File: src/rtl/kiss_frame_decoder_defines.svh
// ----------------------------------------------------------------------------
// KISS frame decoder assertion macros
// Concurrent assertion helpers, compiled out when SYNTH is defined.
// ----------------------------------------------------------------------------
`ifndef KISS_FRAME_DECODER_DEFINES_SVH
`define KISS_FRAME_DECODER_DEFINES_SVH

`ifndef SYNTH

// Antecedent in a cycle implies the consequent in the same cycle.
`define KFD_ASSERT_SAME(label, clk, rst_n, ante, cons) \
    label: assert property (@(posedge clk) disable iff (!rst_n) (ante) |-> (cons)) \
        else $error("kiss_frame_decoder: same-cycle check failed");

// Antecedent in a cycle implies the consequent in the next cycle.
`define KFD_ASSERT_NEXT(label, clk, rst_n, ante, cons) \
    label: assert property (@(posedge clk) disable iff (!rst_n) (ante) |=> (cons)) \
        else $error("kiss_frame_decoder: next-cycle check failed");

`else

`define KFD_ASSERT_SAME(label, clk, rst_n, ante, cons)
`define KFD_ASSERT_NEXT(label, clk, rst_n, ante, cons)

`endif

`endif

File: src/rtl/kfd_pkg.sv
// ----------------------------------------------------------------------------
// KISS frame decoder package
// Byte codes, command codes, result kinds, setting defaults and shared types.
// ----------------------------------------------------------------------------
`timescale 1ns / 1ps

package kfd_pkg;

    localparam int MAX_FRAME_LEN_DEF = 512;

    localparam int BYTE_W  = 8;
    localparam int KIND_W  = 2;
    localparam int IDX_W   = 9;
    localparam int LEN_W   = 10;
    localparam int TIME_W  = 12;
    localparam int CMD_W   = 5;

    // Framing bytes.
    localparam logic [BYTE_W-1:0] FRAME_END = 8'hC0;
    localparam logic [BYTE_W-1:0] FRAME_ESC = 8'hDB;
    localparam logic [BYTE_W-1:0] TRANS_END = 8'hDC;
    localparam logic [BYTE_W-1:0] TRANS_ESC = 8'hDD;
    localparam logic [BYTE_W-1:0] BYTE_ZERO = 8'h00;
    localparam logic [3:0]        PORT_MASK = 4'hF;

    // Command codes held in the current command register.
    localparam logic [CMD_W-1:0] OP_DATA    = 5'd0;
    localparam logic [CMD_W-1:0] OP_DELAY   = 5'd1;
    localparam logic [CMD_W-1:0] OP_PERSIST = 5'd2;
    localparam logic [CMD_W-1:0] OP_SLOT    = 5'd3;
    localparam logic [CMD_W-1:0] OP_TAIL    = 5'd4;
    localparam logic [CMD_W-1:0] OP_FLOW    = 5'd15;
    localparam logic [CMD_W-1:0] OP_NONE    = 5'd16;

    // Result kinds.
    localparam logic [KIND_W-1:0] KIND_BYTE     = 2'd0;
    localparam logic [KIND_W-1:0] KIND_COMPLETE = 2'd1;
    localparam logic [KIND_W-1:0] KIND_SETTING  = 2'd2;

    // Setting values after reset.
    localparam logic [TIME_W-1:0] DELAY_RST   = 12'd350;
    localparam logic [TIME_W-1:0] TAIL_RST    = 12'd50;
    localparam logic [TIME_W-1:0] SLOT_RST    = 12'd200;
    localparam logic [BYTE_W-1:0] PERSIST_RST = 8'd63;

    typedef struct packed {
        logic [KIND_W-1:0] kind;
        logic [BYTE_W-1:0] data_byte;
        logic [IDX_W-1:0]  byte_index;
        logic [LEN_W-1:0]  frame_length;
        logic [TIME_W-1:0] tx_delay;
        logic [TIME_W-1:0] tx_tail;
        logic [TIME_W-1:0] slot_time;
        logic [BYTE_W-1:0] persistence;
        logic              flow_control;
    } kfd_result_t;

    typedef struct packed {
        logic inside_frame;
        logic escape_pending;
        logic frame_full;
    } kfd_status_t;

endpackage

File: src/rtl/kfd_byte_if.sv
// ----------------------------------------------------------------------------
// KISS host byte channel
// Valid/ready channel carrying one serial byte from the host per word.
// ----------------------------------------------------------------------------
`timescale 1ns / 1ps

interface kfd_byte_if
    import kfd_pkg::*;
();

    logic              valid;
    logic              ready;
    logic [BYTE_W-1:0] rx_byte;

    modport source (output valid, output rx_byte, input ready);
    modport sink   (input valid, input rx_byte, output ready);

endinterface

File: src/rtl/kfd_result_if.sv
// ----------------------------------------------------------------------------
// KISS decoder result channel
// Valid/ready channel carrying one decoded event and the held settings.
// ----------------------------------------------------------------------------
`timescale 1ns / 1ps

interface kfd_result_if
    import kfd_pkg::*;
();

    logic              valid;
    logic              ready;
    logic [KIND_W-1:0] kind;
    logic [BYTE_W-1:0] data_byte;
    logic [IDX_W-1:0]  byte_index;
    logic [LEN_W-1:0]  frame_length;
    logic [TIME_W-1:0] tx_delay;
    logic [TIME_W-1:0] tx_tail;
    logic [TIME_W-1:0] slot_time;
    logic [BYTE_W-1:0] persistence;
    logic              flow_control;

    modport source (
        output valid, output kind, output data_byte, output byte_index,
        output frame_length, output tx_delay, output tx_tail, output slot_time,
        output persistence, output flow_control, input ready
    );
    modport sink (
        input valid, input kind, input data_byte, input byte_index,
        input frame_length, input tx_delay, input tx_tail, input slot_time,
        input persistence, input flow_control, output ready
    );

endinterface

File: src/rtl/kiss_frame_decoder.sv
// ----------------------------------------------------------------------------
// KISS frame decoder
// Turns the host serial byte stream into payload, frame-end and setting words.
// ----------------------------------------------------------------------------
// Usage: host bytes enter on the host channel, one word per byte. Each byte
// yields at most one word on the events channel: a stored payload byte with
// its index, a frame-complete word with the payload length, or a settings
// word after a TX delay, persistence, slot time, TX tail or flow-control
// byte. Every events word also carries the current held settings.
// An accepted byte waits in the input register, then the decoder core updates
// its state and loads the output register. Throughput is one byte per cycle
// while the output word is not stalled; the core's state update sets this
// rate. Bytes that cause no word still step the core and leave the input
// register free.
// While the receiver stalls, the output word holds and one more byte may sit
// in the input register; after that host.ready drops until the word is taken.
// Reset clears the framing state, restores the default settings and empties
// both registers; host.ready is high on the first cycle after reset.
// ----------------------------------------------------------------------------
`timescale 1ns / 1ps
`include "kiss_frame_decoder_defines.svh"

module kiss_frame_decoder
    import kfd_pkg::*;
#(
    parameter int MAX_FRAME_LEN = MAX_FRAME_LEN_DEF
) (
    input  logic clk,
    input  logic rst_n,
    kfd_byte_if.sink     host,
    kfd_result_if.source events
);

    logic              in_valid_reg, in_valid_next;
    logic [BYTE_W-1:0] in_byte_reg;
    logic              out_valid_reg, out_valid_next;
    kfd_result_t       out_data_reg;

    logic              advance;
    logic              out_stall;
    logic              close_word;
    logic              full_emit;
    logic              core_emit;
    kfd_result_t       core_result;
    kfd_status_t       core_status;

    // The held byte moves on whenever the output register is free or being taken.
    assign out_stall  = out_valid_reg && !events.ready;
    assign advance    = in_valid_reg && !out_stall;
    assign host.ready = !in_valid_reg || advance;

    assign close_word = advance && core_emit && core_result.kind == KIND_COMPLETE;
    assign full_emit  = advance && core_status.frame_full && core_emit;

    always_comb
    begin
        in_valid_next = host.ready ? host.valid : in_valid_reg;

        if (advance)
            out_valid_next = core_emit;
        else if (events.ready)
            out_valid_next = 1'b0;
        else
            out_valid_next = out_valid_reg;
    end

    always_ff @(posedge clk or negedge rst_n)
    begin
        if (!rst_n)
        begin
            in_valid_reg  <= 1'b0;
            out_valid_reg <= 1'b0;
        end
        else
        begin
            in_valid_reg  <= in_valid_next;
            out_valid_reg <= out_valid_next;
        end
    end

    always_ff @(posedge clk)
    begin
        if (host.valid && host.ready)
            in_byte_reg <= host.rx_byte;
        if (advance && core_emit)
            out_data_reg <= core_result;
    end

    kfd_core #(
        .MAX_FRAME_LEN (MAX_FRAME_LEN)
    ) u_core (
        .clk     (clk),
        .rst_n   (rst_n),
        .step    (advance),
        .rx_byte (in_byte_reg),
        .emit    (core_emit),
        .result  (core_result),
        .status  (core_status)
    );

    assign events.valid        = out_valid_reg;
    assign events.kind         = out_data_reg.kind;
    assign events.data_byte    = out_data_reg.data_byte;
    assign events.byte_index   = out_data_reg.byte_index;
    assign events.frame_length = out_data_reg.frame_length;
    assign events.tx_delay     = out_data_reg.tx_delay;
    assign events.tx_tail      = out_data_reg.tx_tail;
    assign events.slot_time    = out_data_reg.slot_time;
    assign events.persistence  = out_data_reg.persistence;
    assign events.flow_control = out_data_reg.flow_control;

    // A held byte with a stalled output word must block the host side.
    `KFD_ASSERT_SAME(a_no_overrun, clk, rst_n, in_valid_reg && out_stall, !host.ready)
    // Closing a data frame leaves the decoder outside any frame.
    `KFD_ASSERT_NEXT(a_close_frame, clk, rst_n, close_word, !core_status.inside_frame)
    // A full frame stores no further payload bytes.
    `KFD_ASSERT_SAME(a_full_drops, clk, rst_n, full_emit, core_result.kind != KIND_BYTE)

endmodule

File: src/rtl/kfd_core.sv
// ----------------------------------------------------------------------------
// KISS decoder core
// Framing state, escape handling, payload counter and held settings.
// ----------------------------------------------------------------------------
`timescale 1ns / 1ps

module kfd_core
    import kfd_pkg::*;
#(
    parameter int MAX_FRAME_LEN = MAX_FRAME_LEN_DEF
) (
    input  logic              clk,
    input  logic              rst_n,
    input  logic              step,
    input  logic [BYTE_W-1:0] rx_byte,
    output logic              emit,
    output kfd_result_t       result,
    output kfd_status_t       status
);

    localparam int CNT_W = $clog2(MAX_FRAME_LEN + 1);
    localparam logic [CNT_W-1:0] MAX_CNT = CNT_W'(MAX_FRAME_LEN);

    logic              inside_reg, inside_next;
    logic              esc_reg, esc_next;
    logic [CMD_W-1:0]  cmd_reg, cmd_next;
    logic [CNT_W-1:0]  count_reg, count_next;
    logic [TIME_W-1:0] delay_reg, delay_next;
    logic [TIME_W-1:0] tail_reg, tail_next;
    logic [TIME_W-1:0] slot_reg, slot_next;
    logic [BYTE_W-1:0] persist_reg, persist_next;
    logic              flow_reg, flow_next;

    logic [TIME_W-1:0] byte_wide;
    logic [TIME_W-1:0] byte_x10;
    logic [BYTE_W-1:0] unescaped;
    logic              frame_full;
    logic [KIND_W-1:0] kind_sel;

    assign byte_wide  = TIME_W'(rx_byte);
    assign byte_x10   = (byte_wide << 3) + (byte_wide << 1);
    assign frame_full = (count_reg >= MAX_CNT);

    always_comb
    begin
        unescaped = rx_byte;
        if (esc_reg)
        begin
            if (rx_byte == TRANS_END)
                unescaped = FRAME_END;
            else if (rx_byte == TRANS_ESC)
                unescaped = FRAME_ESC;
        end
    end

    // Next state of the framing logic and the settings.
    always_comb
    begin
        inside_next  = inside_reg;
        esc_next     = esc_reg;
        cmd_next     = cmd_reg;
        count_next   = count_reg;
        delay_next   = delay_reg;
        tail_next    = tail_reg;
        slot_next    = slot_reg;
        persist_next = persist_reg;
        flow_next    = flow_reg;
        emit         = 1'b0;
        kind_sel     = KIND_SETTING;

        if (inside_reg && rx_byte == FRAME_END && cmd_reg == OP_DATA)
        begin
            inside_next = 1'b0;
            emit        = 1'b1;
            kind_sel    = KIND_COMPLETE;
        end
        else if (rx_byte == FRAME_END)
        begin
            inside_next = 1'b1;
            cmd_next    = OP_NONE;
            count_next  = '0;
        end
        else if (inside_reg && !frame_full)
        begin
            if (count_reg == '0 && cmd_reg == OP_NONE)
            begin
                cmd_next = {1'b0, rx_byte[3:0] & PORT_MASK};
            end
            else
            begin
                case (cmd_reg)
                    OP_DATA:
                    begin
                        if (rx_byte == FRAME_ESC)
                        begin
                            esc_next = 1'b1;
                        end
                        else
                        begin
                            esc_next   = 1'b0;
                            count_next = count_reg + CNT_W'(1);
                            emit       = 1'b1;
                            kind_sel   = KIND_BYTE;
                        end
                    end
                    OP_DELAY:
                    begin
                        delay_next = byte_x10;
                        emit       = 1'b1;
                    end
                    OP_TAIL:
                    begin
                        tail_next = byte_x10;
                        emit      = 1'b1;
                    end
                    OP_SLOT:
                    begin
                        slot_next = byte_x10;
                        emit      = 1'b1;
                    end
                    OP_PERSIST:
                    begin
                        persist_next = rx_byte;
                        emit         = 1'b1;
                    end
                    OP_FLOW:
                    begin
                        flow_next = (rx_byte != BYTE_ZERO);
                        emit      = 1'b1;
                    end
                    default:
                    begin
                        emit = 1'b0;
                    end
                endcase
            end
        end
    end

    // Result fields; the settings reported are the ones after this byte.
    always_comb
    begin
        result.kind         = kind_sel;
        result.data_byte    = (kind_sel == KIND_BYTE) ? unescaped : '0;
        result.byte_index   = (kind_sel == KIND_BYTE) ? IDX_W'(count_reg) : '0;
        result.frame_length = (kind_sel == KIND_COMPLETE) ? LEN_W'(count_reg) : '0;
        result.tx_delay     = delay_next;
        result.tx_tail      = tail_next;
        result.slot_time    = slot_next;
        result.persistence  = persist_next;
        result.flow_control = flow_next;
    end

    always_ff @(posedge clk or negedge rst_n)
    begin
        if (!rst_n)
        begin
            inside_reg  <= 1'b0;
            esc_reg     <= 1'b0;
            cmd_reg     <= OP_NONE;
            count_reg   <= '0;
            delay_reg   <= DELAY_RST;
            tail_reg    <= TAIL_RST;
            slot_reg    <= SLOT_RST;
            persist_reg <= PERSIST_RST;
            flow_reg    <= 1'b0;
        end
        else if (step)
        begin
            inside_reg  <= inside_next;
            esc_reg     <= esc_next;
            cmd_reg     <= cmd_next;
            count_reg   <= count_next;
            delay_reg   <= delay_next;
            tail_reg    <= tail_next;
            slot_reg    <= slot_next;
            persist_reg <= persist_next;
            flow_reg    <= flow_next;
        end
    end

    assign status.inside_frame   = inside_reg;
    assign status.escape_pending = esc_reg;
    assign status.frame_full     = frame_full;

endmodule
File: src/flat_wrapper.sv
// flat-port wrapper written by rule: the top's interface ports become plain ports
module kiss_frame_decoder_flat import kfd_pkg::*;
#(
    parameter int MAX_FRAME_LEN = MAX_FRAME_LEN_DEF
)
  (clk, rst_n, host_valid, host_rx_byte, host_ready, events_valid, events_kind, events_data_byte, events_byte_index, events_frame_length, events_tx_delay, events_tx_tail, events_slot_time, events_persistence, events_flow_control, events_ready);
  kfd_byte_if host_i ();
  kfd_result_if events_i ();
  input  logic clk;
  input  logic rst_n;
  input wire logic [$bits(host_i.valid)-1:0] host_valid;
  input wire logic [$bits(host_i.rx_byte)-1:0] host_rx_byte;
  output wire logic [$bits(host_i.ready)-1:0] host_ready;
  output wire logic [$bits(events_i.valid)-1:0] events_valid;
  output wire logic [$bits(events_i.kind)-1:0] events_kind;
  output wire logic [$bits(events_i.data_byte)-1:0] events_data_byte;
  output wire logic [$bits(events_i.byte_index)-1:0] events_byte_index;
  output wire logic [$bits(events_i.frame_length)-1:0] events_frame_length;
  output wire logic [$bits(events_i.tx_delay)-1:0] events_tx_delay;
  output wire logic [$bits(events_i.tx_tail)-1:0] events_tx_tail;
  output wire logic [$bits(events_i.slot_time)-1:0] events_slot_time;
  output wire logic [$bits(events_i.persistence)-1:0] events_persistence;
  output wire logic [$bits(events_i.flow_control)-1:0] events_flow_control;
  input wire logic [$bits(events_i.ready)-1:0] events_ready;
  assign host_i.valid = host_valid;
  assign host_i.rx_byte = host_rx_byte;
  assign host_ready = host_i.ready;
  assign events_valid = events_i.valid;
  assign events_kind = events_i.kind;
  assign events_data_byte = events_i.data_byte;
  assign events_byte_index = events_i.byte_index;
  assign events_frame_length = events_i.frame_length;
  assign events_tx_delay = events_i.tx_delay;
  assign events_tx_tail = events_i.tx_tail;
  assign events_slot_time = events_i.slot_time;
  assign events_persistence = events_i.persistence;
  assign events_flow_control = events_i.flow_control;
  assign events_i.ready = events_ready;
  kiss_frame_decoder #(.MAX_FRAME_LEN(MAX_FRAME_LEN)) u_core (.clk(clk), .rst_n(rst_n), .host(host_i), .events(events_i));
endmodule
File: config.mk
export PLATFORM = sky130hd
export DESIGN_NAME = kiss_frame_decoder_flat
export DESIGN_NICKNAME = d
export VERILOG_FILES = /design/src/rtl/kfd_pkg.sv /design/src/rtl/kfd_byte_if.sv /design/src/rtl/kfd_result_if.sv /design/src/rtl/kiss_frame_decoder.sv /design/src/rtl/kfd_core.sv /design/src/flat_wrapper.sv
export VERILOG_INCLUDE_DIRS = /design/src /design/src/rtl
export SDC_FILE = /design/constraint.sdc
export NUM_CORES = 1
export LEC_CHECK = 0
export ABC_AREA = 1
export BUFFER_PORTS_ARGS = -buffer_cell sky130_fd_sc_hd__buf_2
export CELL_PAD_IN_SITES_DETAIL_PLACEMENT = 0
export CELL_PAD_IN_SITES_GLOBAL_PLACEMENT = 1
export CORE_MARGIN = 2
export CORE_UTILIZATION = 44
export DETAILED_ROUTE_END_ITERATION = 8
export HOLD_SLACK_MARGIN = 0.15
export PLACE_DENSITY_LB_ADDON = 0.25
export RECOVER_POWER = 25
export SETUP_SLACK_MARGIN = 0.1
export SKIP_LAST_GASP = 1
export SLEW_MARGIN = 20
export SYNTH_ARGS = -nofsm -noshare
export SYNTH_HDL_FRONTEND = slang
export SYNTH_HIERARCHICAL = 1
export SYNTH_SLANG_ARGS = --single-unit
File: constraint.sdc
create_clock -name clk -period 5.73 [get_ports clk]
set_clock_uncertainty 0.15 [all_clocks]
set_input_delay 1.146 -clock clk [delete_from_list [all_inputs] [get_ports clk]]
set_output_delay 1.146 -clock clk [all_outputs]
set_load 0.02 [all_outputs]
## Word level (Yosys, flattened, before mapping)

Cells that the tools add are included.

| storage, ports and cells | value |
|---|---|
| flip-flop bits (word level) | 146 |
| bits in latches | 0 |
| bits in writable memories | 0 |
| memory bits (read-only) | 0 |
| input bits | 12 |
| output and inout port bits | 76 |
| word-level logic and storage cells | 120 |
| memories | 0 |

| operators by class | value |
|---|---|
| add/sub/neg operators | 2 |
| multipliers | 0 |
| divide/modulo/power cells | 0 |
| $lt $le $gt $ge | 1 |
| equality and inequality tests | 13 |
| shifts and indexed selects | 0 |
| mux-type cells | 53 |
| bitwise operators | 3 |
| reductions and logical operators | 27 |

Operator list:

| operator | number |
|---|---|
| $mux W12 | 15 |
| $mux W8 | 8 |
| $mux W10 | 5 |
| $eq A8 B8 Y1 const B | 4 |
| $mux W1 | 15 |
| $mux W5 | 3 |
| $add A11 B9 Y12 | 1 |
| $mux W2 | 6 |
| $reduce_and A6 Y1 | 2 |
| $add A10 B1 Y10 const B | 1 |
| $eq A5 B2 Y1 const B | 2 |
| $ge A10 B10 Y1 const B | 1 |
| $logic_not A10 Y1 | 1 |
| $reduce_bool A2 Y1 | 5 |
| $logic_and A1 B1 Y1 | 8 |
| $reduce_bool A8 Y1 | 1 |
| $eq A5 B1 Y1 const B | 1 |
| $eq A5 B3 Y1 const B | 1 |
| $eq A5 B4 Y1 const B | 1 |
| $eq A5 B5 Y1 const B | 1 |
| $logic_not A5 Y1 | 1 |
| $reduce_or A5 Y1 | 1 |
| $logic_not A1 Y1 | 4 |
| $ne A2 B2 Y1 const B | 2 |
| other kinds (7) | 9 |

## Logic depth before layout (Yosys ltp)

Gate-level depths: netlist (run 1).

| logic depth | value |
|---|---|
| depth after elaboration | 8 |
| mapped depth | 14 |
| gate-level depth less buffers | 13 |

## Hierarchy

The synthesis (run 1) kept the hierarchy.

By module, submodules not included:

| module | instances | cells each | area each (um2) | sequential area each (um2) |
|---|---|---|---|---|
| kfd_core | 1 | 689 | 4558.1 | 1575.3 |
| kiss_frame_decoder | 1 | 97 | 2568.7 | 2512.4 |

## Worst setup path after synthesis (run 1)

OpenSTA, ideal clock, no wires.

| timing | value |
|---|---|
| kind | reg-to-reg |
| from | reg u_core.u_core.count_reg[0] |
| to | reg u_core.out_data_reg (netlist bit u_core/events.byte_index[0]) (enable) |
| setup time | 0.507 ns |
| arrival | 4.523 ns |
| data required time | 5.073 ns |
| setup slack | 0.550 ns |
| stages on the path, launching flop included | 15 |
| buffers on the path | 1 |
| period minus slack after synthesis | 5.180 ns |
| cells stage by stage | dfrtp_1 > inv_1 > ha_1 > inv_1 > nor2_1 > nand2_1 > nor2_1 > nand2_4 > inv_2 > nor2_2 > buf_4 > nand2_1 > nand2_1 > inv_1 > nor2_1 |

| on the way | value |
|---|---|
| cells in the longest elaborated chain, start to end | 7 |
| elaborated cells on any way between the ends | 10 |
| classes of those cells | order compare: 1; mux: 4; reduce/logical: 5 |

Ends and longest elaborated chain:

| element | RTL line | source |
|---|---|---|
| start: declaration | kfd_core.sv:27 | `logic [CNT_W-1:0] count_reg, count_next;` |
| start signal: assignment | kfd_core.sv:173 | `count_reg <= count_next;` |
| $ge A10 B10 Y1 or $logic_not A10 Y1 (tied branches) | kfd_core.sv:42, kfd_core.sv:85 |  |
| $logic_not A1 Y1 or $logic_and A1 B1 Y1 (tied branches) | kfd_core.sv:83, kfd_core.sv:85 |  |
| $logic_and A1 B1 Y1 or $mux W1 (tied branches) | kfd_core.sv:83, kfd_core.sv:85 |  |
| $mux W1 * | kfd_core.sv:83 | `else if (inside_reg && !frame_full)` |
| $mux W1 * | kfd_core.sv:77 | `else if (rx_byte == FRAME_END)` |
| $mux W1 * | kfd_core.sv:71 | `if (inside_reg && rx_byte == FRAME_END && cmd_reg == OP_DATA)` |
| via u_core.core_emit | kiss_frame_decoder.sv:43 | `logic core_emit;` |
| $logic_and A1 B1 Y1 * | -- |  |
| end signal: assignment | kiss_frame_decoder.sv:86 | `out_data_reg <= core_result;` |
| end: declaration | kiss_frame_decoder.sv:37 | `kfd_result_t out_data_reg;` |

The timed path passes the listed nets; every way through them passes the cells marked *.
A chain may end at the register's enable or synchronous reset.

## Worst setup path after layout (run 1)

| timing | value |
|---|---|
| from | reg u_core.in_byte_reg[3] |
| to | reg u_core.out_data_reg (netlist bit u_core/events.tx_delay[11]) (enable) |

| on the way | value |
|---|---|
| cells in the longest elaborated chain, start to end | 8 |
| elaborated cells on any way between the ends | 11 |
| classes of those cells | eq/ne: 2; mux: 6; reduce/logical: 3 |

Ends and longest elaborated chain:

| element | RTL line | source |
|---|---|---|
| start: declaration | kiss_frame_decoder.sv:35 | `logic [BYTE_W-1:0] in_byte_reg;` |
| start signal: assignment | kiss_frame_decoder.sv:84 | `in_byte_reg <= host.rx_byte;` |
| $eq A8 B8 Y1 | kfd_core.sv:94 | `if (rx_byte == FRAME_ESC)` |
| $mux W1 | kfd_core.sv:94 |  |
| $pmux W1 S2 | kfd_core.sv:91 | `case (cmd_reg)` |
| $mux W1 | kfd_core.sv:85 | `if (count_reg == '0 && cmd_reg == OP_NONE)` |
| $mux W1 | kfd_core.sv:83 |  |
| $mux W1 | kfd_core.sv:77 |  |
| $mux W1 * | kfd_core.sv:71 |  |
| via u_core.core_emit | kiss_frame_decoder.sv:43 |  |
| $logic_and A1 B1 Y1 * | -- |  |

Marked as above.

==> flow_summary.ini, run 1 <==
[final_layout]
layout.nets = 893
area_growth_pct = 16.8
n_antenna_cell = 0
layout.area.seq_um2 = 4090
fillers = 1473
post_layout_nonfiller_instances = 1101
multi_input_area_um2 = 2460
post_route_cells_drive_above_1_share_pct = 19.3

[global_routing]
global_route.overflow_total = 0
grt_max_degree = 48
grt_first_pass_wirelength_mm = 25.9
gr-usage-all-layers_pct = 20.0
first_global_vias = 5141
antenna_found_initial = 0

[synth]
per_instance_average_area_after_synthesis_um2 = 9.08
synth.yosys.warnings = 6
postSynthNetCount = 803
syn_inst = 782
post_synth_instance_area_um2 = 7100

[pwr]
pwr_cell_area_nw_per_um2 = 322
power.leakage_nw = 3.99
peakVddDrop_mv = 0.227

[route]
drt_iter0_markers = 396
totalWireLength_mm = 16.1
firstDrtPassIters = 8
antenna_violating_nets_post_route = 0
detail_route.wl_per_cell_um = 14.6
num_vias = 5350
post_drt_via_cell_ratio = 4.86
detail_route.drc_violations = 0

[hold_path]
timing.hold.worst.start = u_core/u_core/persist_reg[1]
worstHoldEndpoint = u_core/u_core/persist_reg[1]
worst_hold_path.num_cells = 2
hold_class = reg2reg

[clock_network]
worstSkewPairLatency_ns = 0.42
cts_hold_buf = 0
cts_root_buf = clkbuf_16
ctsHtreeMaxLevel = 4
cts_setup_buffers = 0
cts_repair_resize_count = 0
cts.sink_count = 146
clkTransAtPathRegs_ns = 0.06
max-clock-path-buffers = 2
tritoncts_clock_tree = yes
cts_made_buffers = 17

[critical_path]
critical_path.reg2reg.startpoint = u_core/in_byte_reg[3]
setup.worst_path.start_class = flip-flop
cp.required_ns = 5.67
reg2reg_depth = 8
critical_path_peak_fanout = 38
end_kind = flip-flop
rrSetupSlack_ns = 1.87
worst_setup_path_start = u_core/in_byte_reg[3]
criticalPathCategory = reg2reg
r2r_end = u_core/events.tx_delay[11]
crit_arrival_ns = 3.80

[placed_design]
placed_cells = 1069
gpl.final_weighted_congestion = 0.853
buffer_ports.inserted = 87
place_ws_ns = 2.10
place_hpwl_mm = 11.1

[timing]
timing.final.ws_setup_ns = 1.87
setup-violations-final = 0
worst_hold_slack_ns = 0.318
hold_violations = 0
final.min_clock_period_ns = 3.86
clock.fmax_ghz = 0.259
max_slew.worst_pin.slew_ns = 1.26
drv_slew = 0
timing.setup.tns_ns = 0
timing.final.crit_share_pct = 67.4
slew_headroom_pct = 16.2
grt_setup_unrepaired = no

[die]
fp.dieArea_um2 = 17200
num_rows = 46
die_y_extent_um = 131
core-area_um2 = 15800
chipWidth_um = 131
initial_utilization_pct = 44.9
design.portCount = 88

[job]
timing.max_cap.violations = 0

[run_status]
status = finished, final reports clean
report_power, final:
group | internal [mW] | switching [mW]
registers | 1.18 | 0.0345
clock network | 0.730 | 0.414
logic | 0.0965 | 0.217
total | 2.01 | 0.666
cell usage in the layout (no fill, tap or decap), types with 2 or more instances in the layout:
| cell type | count |
|---|---|
| nor2_4 | 6 |
| nor2_1 | 60 |
| nor3_1 | 8 |
| bufinv_16 | 4 |
| a21oi_1 | 6 |
| buf_2 | 86 |
| nand3_2 | 4 |
| o21ai_0 | 4 |
| nand2_1 | 253 |
| dfstp_2 | 19 |
| ha_1 | 8 |
| xor2_1 | 4 |
| clkbuf_1 | 2 |
| nor2_2 | 6 |
| clkbuf_16 | 17 |
| xnor2_1 | 2 |
| edfxtp_1 | 82 |
| clkinvlp_4 | 3 |
| and2_1 | 41 |
| o21ai_1 | 7 |
| clkinv_1 | 7 |
| buf_4 | 5 |
| dfrtp_1 | 45 |
| nand3_1 | 69 |
| nand2_2 | 6 |
| inv_1 | 95 |
| inv_2 | 8 |
| nand4_1 | 15 |
critical path, cell delays in order, from the launching register on:
cell	delay (ns)
edfxtp_1	0.49
nor2_1	0.23
nand4_1	0.38
nor2_1	0.43
inv_1	0.29
nand2_1	0.14
inv_1	0.08
nor2_4	0.83
buf_4	0.47
stage by stage:
step | utilization [%] | power (mW) | cell area (um^2)
after CTS | 52.6 | 2.70 | 8330
after global routing | 52.4 | 2.79 | 8300
after global placement | 48.8 | 1.54 | 7720
after floorplan | - | 1.46 | 7100
final | 52.4 | 2.67 | 8300
after detailed placement | 48.8 | 1.55 | 7720
layer usage:
| metal | vias to the layer above | wire, um | track usage [%] |
|---|---|---|---|
| met3 | 21 | 804 | 4.03 |
| met5 | - | 0 | 0 |
| li1 | 2670 | - | - |
| met2 | 149 | 7500 | 31.8 |
| met4 | 0 | 267 | 7.51 |
| met1 | 2510 | 7480 | 27.2 |
final cells by class:
cell class / instances / share of cell area [%]
well taps: 216 / 3.26
inverters: 105 / 4.75
clock buffers: 19 / 5.34
repair buffers: 92 / 5.69
flip-flops and latches: 146 / 49.3
multi-input cells: 510 / 29.7
clock inverters: 13 / 2.01
worst max path at each step:
stage / endpoint / depth (start not counted)
2_1_floorplan: u_core/events.byte_index[0] / 14
3_5_place_dp: u_core/events.tx_delay[9] / 14
6_report: u_core/events.tx_delay[11] / 8
4_1_cts: u_core/events.tx_tail[7] / 14
5_1_grt: u_core/events.tx_delay[9] / 8
3_3_place_gp: u_core/events.tx_delay[9] / 14
No activity file was read; power rests on OpenSTA's default activity.
==> inputs of run 2 (changes only) <==
Clock period 5.73 ns to 3.6 ns, I/O delays scaled along.
==> run 2 against run 1 <==
  * The run now ends with capacitance limit, slew limit left
  * Design area increased by 0.26%
  * Die area stayed put
  * Total power up 60%
  * Final cell count about the same
  * Flip-flop and latch count unchanged
  * Count of clock-buffer cells in the layout stayed put
  * Sequential share of layout area shrank 0.13 points
  * Combinational power increased by 58%
  * Wire length down 0.95%
  * Critical path depth fell by 6
  * Setup slack worse by 1.1 ns
  * Sequential power rose by 59%
  * Largest power group unchanged
==> flow_summary.ini, run 2 (same netlist as run 1, synthesis figures left out) <==
[die]
num_rows = 46
initial_utilization_pct = 44.9
core-area_um2 = 15800
fp.dieArea_um2 = 17200
die_y_extent_um = 131
design.portCount = 88
chipWidth_um = 131

[global_routing]
antenna_found_initial = 0
met3_usage_pct = 3.91
grt_max_degree = 57
global_route.overflow_total = 0
first_global_vias = 5044
globalRoute.busiestLayer = met2
grtUsageMet2_pct = 31.7
gr-usage-all-layers_pct = 19.7
grt_first_pass_wirelength_mm = 25.6
gr-usage-met1_pct = 26.6

[clock_network]
cts_repair_resize_count = 0
cts.sink_count = 146
clkTransAtPathRegs_ns = 0.06
tritoncts_clock_tree = yes
cts_hold_buf = 0
cts_made_buffers = 17
cts_setup_buffers = 0
cts_root_buf = clkbuf_16
ctsHtreeMaxLevel = 4
worstSkewPairLatency_ns = 0.42
max-clock-path-buffers = 2

[critical_path]
worst_path_most_repeated_cell = clkbuf_1
setup.worst_path.start_class = input port
crit_arrival_ns = 3.02
cpMaxStageDelayCell = clkbuf_1
crit_path_max_cell_delay_ns = 1.30
r2r_end = u_core/events.tx_delay[10]
cp.required_ns = 3.79
critical_path.reg2reg.startpoint = u_core/in_byte_reg[6]
worstPathCellList = clkbuf_1 -> clkbuf_1
rrSetupSlack_ns = 0.81
critPathBufInv = 2
reg2reg_depth = 10
end_kind = asynchronous set/reset pin
criticalPathCategory = in2async
cpLargestDelayFamily = buffers and inverters
critical_path_peak_fanout = 29

[route]
totalWireLength_mm = 15.9
detail_route.wl_per_cell_um = 14.4
antenna_violating_nets_post_route = 0
post_drt_via_cell_ratio = 4.86
num_vias = 5359
detail_route.drc_violations = 0
drt_iter0_markers = 397
firstDrtPassIters = 5

[timing]
max_slew.worst_pin.slew_ns = 1.85
slew_headroom_pct = -23.2
timing.final.ws_setup_ns = 0.766
hold_violations = 0
timing.setup.tns_ns = 0
setup-violations-final = 0
drv_slew = 30
clock.fmax_ghz = 0.353
timing.final.crit_share_pct = 78.7
grt_setup_unrepaired = no
final.min_clock_period_ns = 2.83

[final_layout]
post_route_cells_drive_above_1_share_pct = 18.6
area_growth_pct = 17.1
final_common_cell = nand2_1
layout.nets = 894
layout_common_cells = nand2_1, inv_1, edfxtp_1
n_antenna_cell = 0

[pwr]
peakVddDrop_mv = 0.306
power_mw = 4.27
pwr_cell_area_nw_per_um2 = 513
power.leakage_nw = 3.96

[placed_design]
place_hpwl_mm = 11.1
gpl.final_weighted_congestion = 0.849
buffer_ports.inserted = 87
place_ws_ns = 0.869

[run_status]
failed_checks = capacitance limit, slew limit
status = complete, but fails checks

[hold_path]
timing.hold.worst.start = u_core/u_core/persist_reg[2]
hold_class = reg2reg
worstHoldEndpoint = u_core/u_core/persist_reg[2]
worst_hold_path.num_cells = 2

[job]
timing.max_cap.violations = 1
-- run 2: changes by cell type in the layout (fill, tap and decap cells not counted) --
cell / change
buf_12: +1
buf_2: -11
buf_4: -2
clkbuf_1: +14
clkbuf_8: -1
clkinv_1: -4
clkinv_4: +4
nand2_1: -1
nand2_2: +1
nor2_1: -2
nor2_2: +1
nor2_4: +1
-- run 2: routing by layer --
| layer | up-vias | wire length (um) |
|---|---|---|
| li1 | 2664 | - |
| met1 | 2533 | 7370 |
| met2 | 141 | 7470 |
| met3 | 21 | 736 |
| met4 | 0 | 318 |
| met5 | - | 0 |
-- run 2: worst max path at each step --
stage                     cells after the start                  startpoint                            end
after global placement                       14  u_core/u_core/count_reg[0]      u_core/events.tx_delay[6]
final                                         2                       rst_n    u_core/u_core/delay_reg[11]
after CTS                                    14  u_core/u_core/count_reg[0]  u_core/events.frame_length[6]
after global routing                          2                       rst_n      u_core/u_core/tail_reg[6]
after floorplan                              14  u_core/u_core/count_reg[0]    u_core/events.byte_index[0]
after detailed placement                     14  u_core/u_core/count_reg[0]  u_core/events.frame_length[6]
-- run 2: layout make-up --
cell class / count / area, um^2
repair buffers: 93 / 470
flip-flops and latches: 146 / 4090
clock buffers: 19 / 433
clock inverters: 13 / 186
multi-input cells: 510 / 2470
inverters: 105 / 394
well taps: 216 / 270
fillers: 1448 / 7510
-- run 2: stage by stage --
step                      util [%]  cell area, um^2  cells  hold slack (ns)
after floorplan                  -             7110    782            0.274
after global placement        48.9             7740   1070            0.305
after detailed placement      48.9             7740   1070            0.307
after CTS                     52.8             8360   1102            0.241
after global routing          52.5             8320   1102            0.311
final                         52.5             8320   1102            0.315
-- run 2: power by group --
group / switching [mW] / internal (mW) / leakage, nW
Sequential: 0.0549 / 1.88 / 1.61
Clock: 0.679 / 1.16 / 0.291
Combinational: 0.342 / 0.154 / 2.06
==> inputs of run 3 (changes only) <==
Settings changed: CORE_UTILIZATION 44 to 40.
Clock period 3.6 ns to 2.6 ns, I/O delays scaled along.
==> run 3 against run 2 <==
  * The flow now finishes without violations
  * Critical endpoint is now u_core/events.slot_time[5]
  * Critical path type is now reg2reg
  * Clock power rose by 35%
  * Highest routed layer unchanged
  * Setup slack lost 0.54 ns
  * Non-clock buffer count grew 17
  * First-iteration DRC count up 0.76%
  * Via count rose by 2.1%
==> flow_summary.ini, run 3 (same netlist as run 1, synthesis figures left out) <==
[critical_path]
crit_arrival_ns = 2.34
crit_path_max_cell_delay_ns = 0.49
reg2reg_depth = 8
end_kind = flip-flop
critical_path_peak_fanout = 23
criticalPathCategory = reg2reg
cp.required_ns = 2.56
worstPathCellList = nor2_1 -> nand4_4 -> nor2_4 -> inv_1 -> nand2_1 -> inv_2 -> nor2_4 -> buf_12
critical_path.reg2reg.startpoint = u_core/in_byte_reg[3]
r2r_end = u_core/events.slot_time[5]
critPathBufInv = 3
setup.worst_path.start_class = flip-flop
worst_path_most_repeated_cell = nor2_4
cpMaxStageDelayCell = edfxtp_1
rrSetupSlack_ns = 0.23
cpLargestDelayFamily = simple AND/OR/NAND/NOR gates

[die]
chipWidth_um = 137
fp.dieArea_um2 = 18800
initial_utilization_pct = 41.1
die_y_extent_um = 137
core-area_um2 = 17300
design.portCount = 88
num_rows = 48

[clock_network]
ctsHtreeMaxLevel = 4
cts_root_buf = clkbuf_16
clkTransAtPathRegs_ns = 0.06
cts_made_buffers = 17
cts_repair_resize_count = 0
cts.sink_count = 146
max-clock-path-buffers = 2
worstSkewPairLatency_ns = 0.42
tritoncts_clock_tree = yes

[global_routing]
gr-usage-all-layers_pct = 18.8
global_route.overflow_total = 0
first_global_vias = 5256
antenna_found_initial = 0
grt_max_degree = 47
grt_first_pass_wirelength_mm = 26.8

[final_layout]
n_antenna_cell = 0
area_growth_pct = 20.2
utilization_pct = 49.3
layout_common_cells = nand2_1, inv_1, edfxtp_1
layout.nets = 911
final_common_cell = nand2_1
fillers = 1668
post_route_cells_drive_above_1_share_pct = 19.4

[pwr]
power.leakage_nw = 4.04
pwr_cell_area_nw_per_um2 = 693
peakVddDrop_mv = 0.451

[placed_design]
buffer_ports.inserted = 87
place_hpwl_mm = 11.7
gpl.final_weighted_congestion = 0.818

[timing]
timing.setup.tns_ns = 0
final.min_clock_period_ns = 2.37
clock.fmax_ghz = 0.421
drv_slew = 0
max_slew.worst_pin.slew_ns = 1.47
hold_violations = 0
grt_setup_unrepaired = no
setup-violations-final = 0
slew_headroom_pct = 2.12
timing.final.crit_share_pct = 91.3

[hold_path]
worst_hold_path.num_cells = 4
timing.hold.worst.start = events_ready
worstHoldEndpoint = u_core/in_valid_reg
hold_class = in2reg

[route]
detail_route.drc_violations = 0
antenna_violating_nets_post_route = 0
drt_iter0_markers = 400
totalWireLength_mm = 16.7
num_vias = 5469
firstDrtPassIters = 5
post_drt_via_cell_ratio = 4.85
detail_route.wl_per_cell_um = 14.8

[job]
timing.max_cap.violations = 0

[run_status]
status = finished, final reports clean
[run 3: worst max path at each step]
stage	startpoint	endpoint	slack, ns	cells past startpoint
5_1_grt	u_core/in_byte_reg[3]	u_core/events.frame_length[5]	0.07	8
4_1_cts	u_core/u_core/count_reg[0]	u_core/events.frame_length[6]	0.10	14
2_1_floorplan	u_core/u_core/count_reg[0]	u_core/events.byte_index[0]	-0.43	14
6_report	u_core/in_byte_reg[3]	u_core/events.slot_time[5]	0.23	8
3_5_place_dp	u_core/u_core/count_reg[0]	u_core/events.slot_time[6]	0.12	14
3_3_place_gp	u_core/u_core/count_reg[0]	u_core/events.frame_length[7]	0.15	14
[run 3: per-layer routing]
layer / wire [um] / track usage, %
met1: 7740 / 25.6
met5: 0 / 0
met4: 251 / 6.76
met2: 7950 / 30.4
met3: 717 / 3.05
[run 3: area by class of cell]
| type | instances | area [um^2] | area share (%) |
|---|---|---|---|
| well taps | 225 | 282 | 3.30 |
| repair buffers | 110 | 662 | 7.75 |
| clock inverters | 11 | 136 | 1.60 |
| multi-input cells | 510 | 2510 | 29.4 |
| clock buffers | 21 | 462 | 5.41 |
| inverters | 105 | 394 | 4.62 |
| flip-flops and latches | 146 | 4090 | 47.9 |
[run 3: what timing repair did]
action,CTS,global route
hold endpoints to repair,24,0
setup endpoints to repair,0,74
hold buffers,10,0
setup buffers,0,1
[run 3: metrics by stage]
stage	hold slack, ns	total power, mW	cell area (um^2)	cells	setup WS (ns)
after CTS	0.210	5.98	8550	1127	0.104
after global placement	0.304	3.45	7850	1085	0.155
final	0.222	5.92	8540	1128	0.226
after floorplan	0.0744	3.23	7130	782	-0.430
after detailed placement	0.308	3.47	7850	1085	0.125
after global routing	0.269	6.18	8540	1128	0.0732
[run 3: worst reg2reg max path: cells and delay by family, from the launching register on]
family	cells	cell delay, ns
flops	1	0.49
buf+inv	3	0.35
simple gates	5	1.06
[run 3: power by group]
part / internal (mW) / switching (mW) / leakage, nW
sequential: 2.60 / 0.0806 / 1.61
clock: 1.56 / 0.925 / 0.285
combinational: 0.252 / 0.502 / 2.14
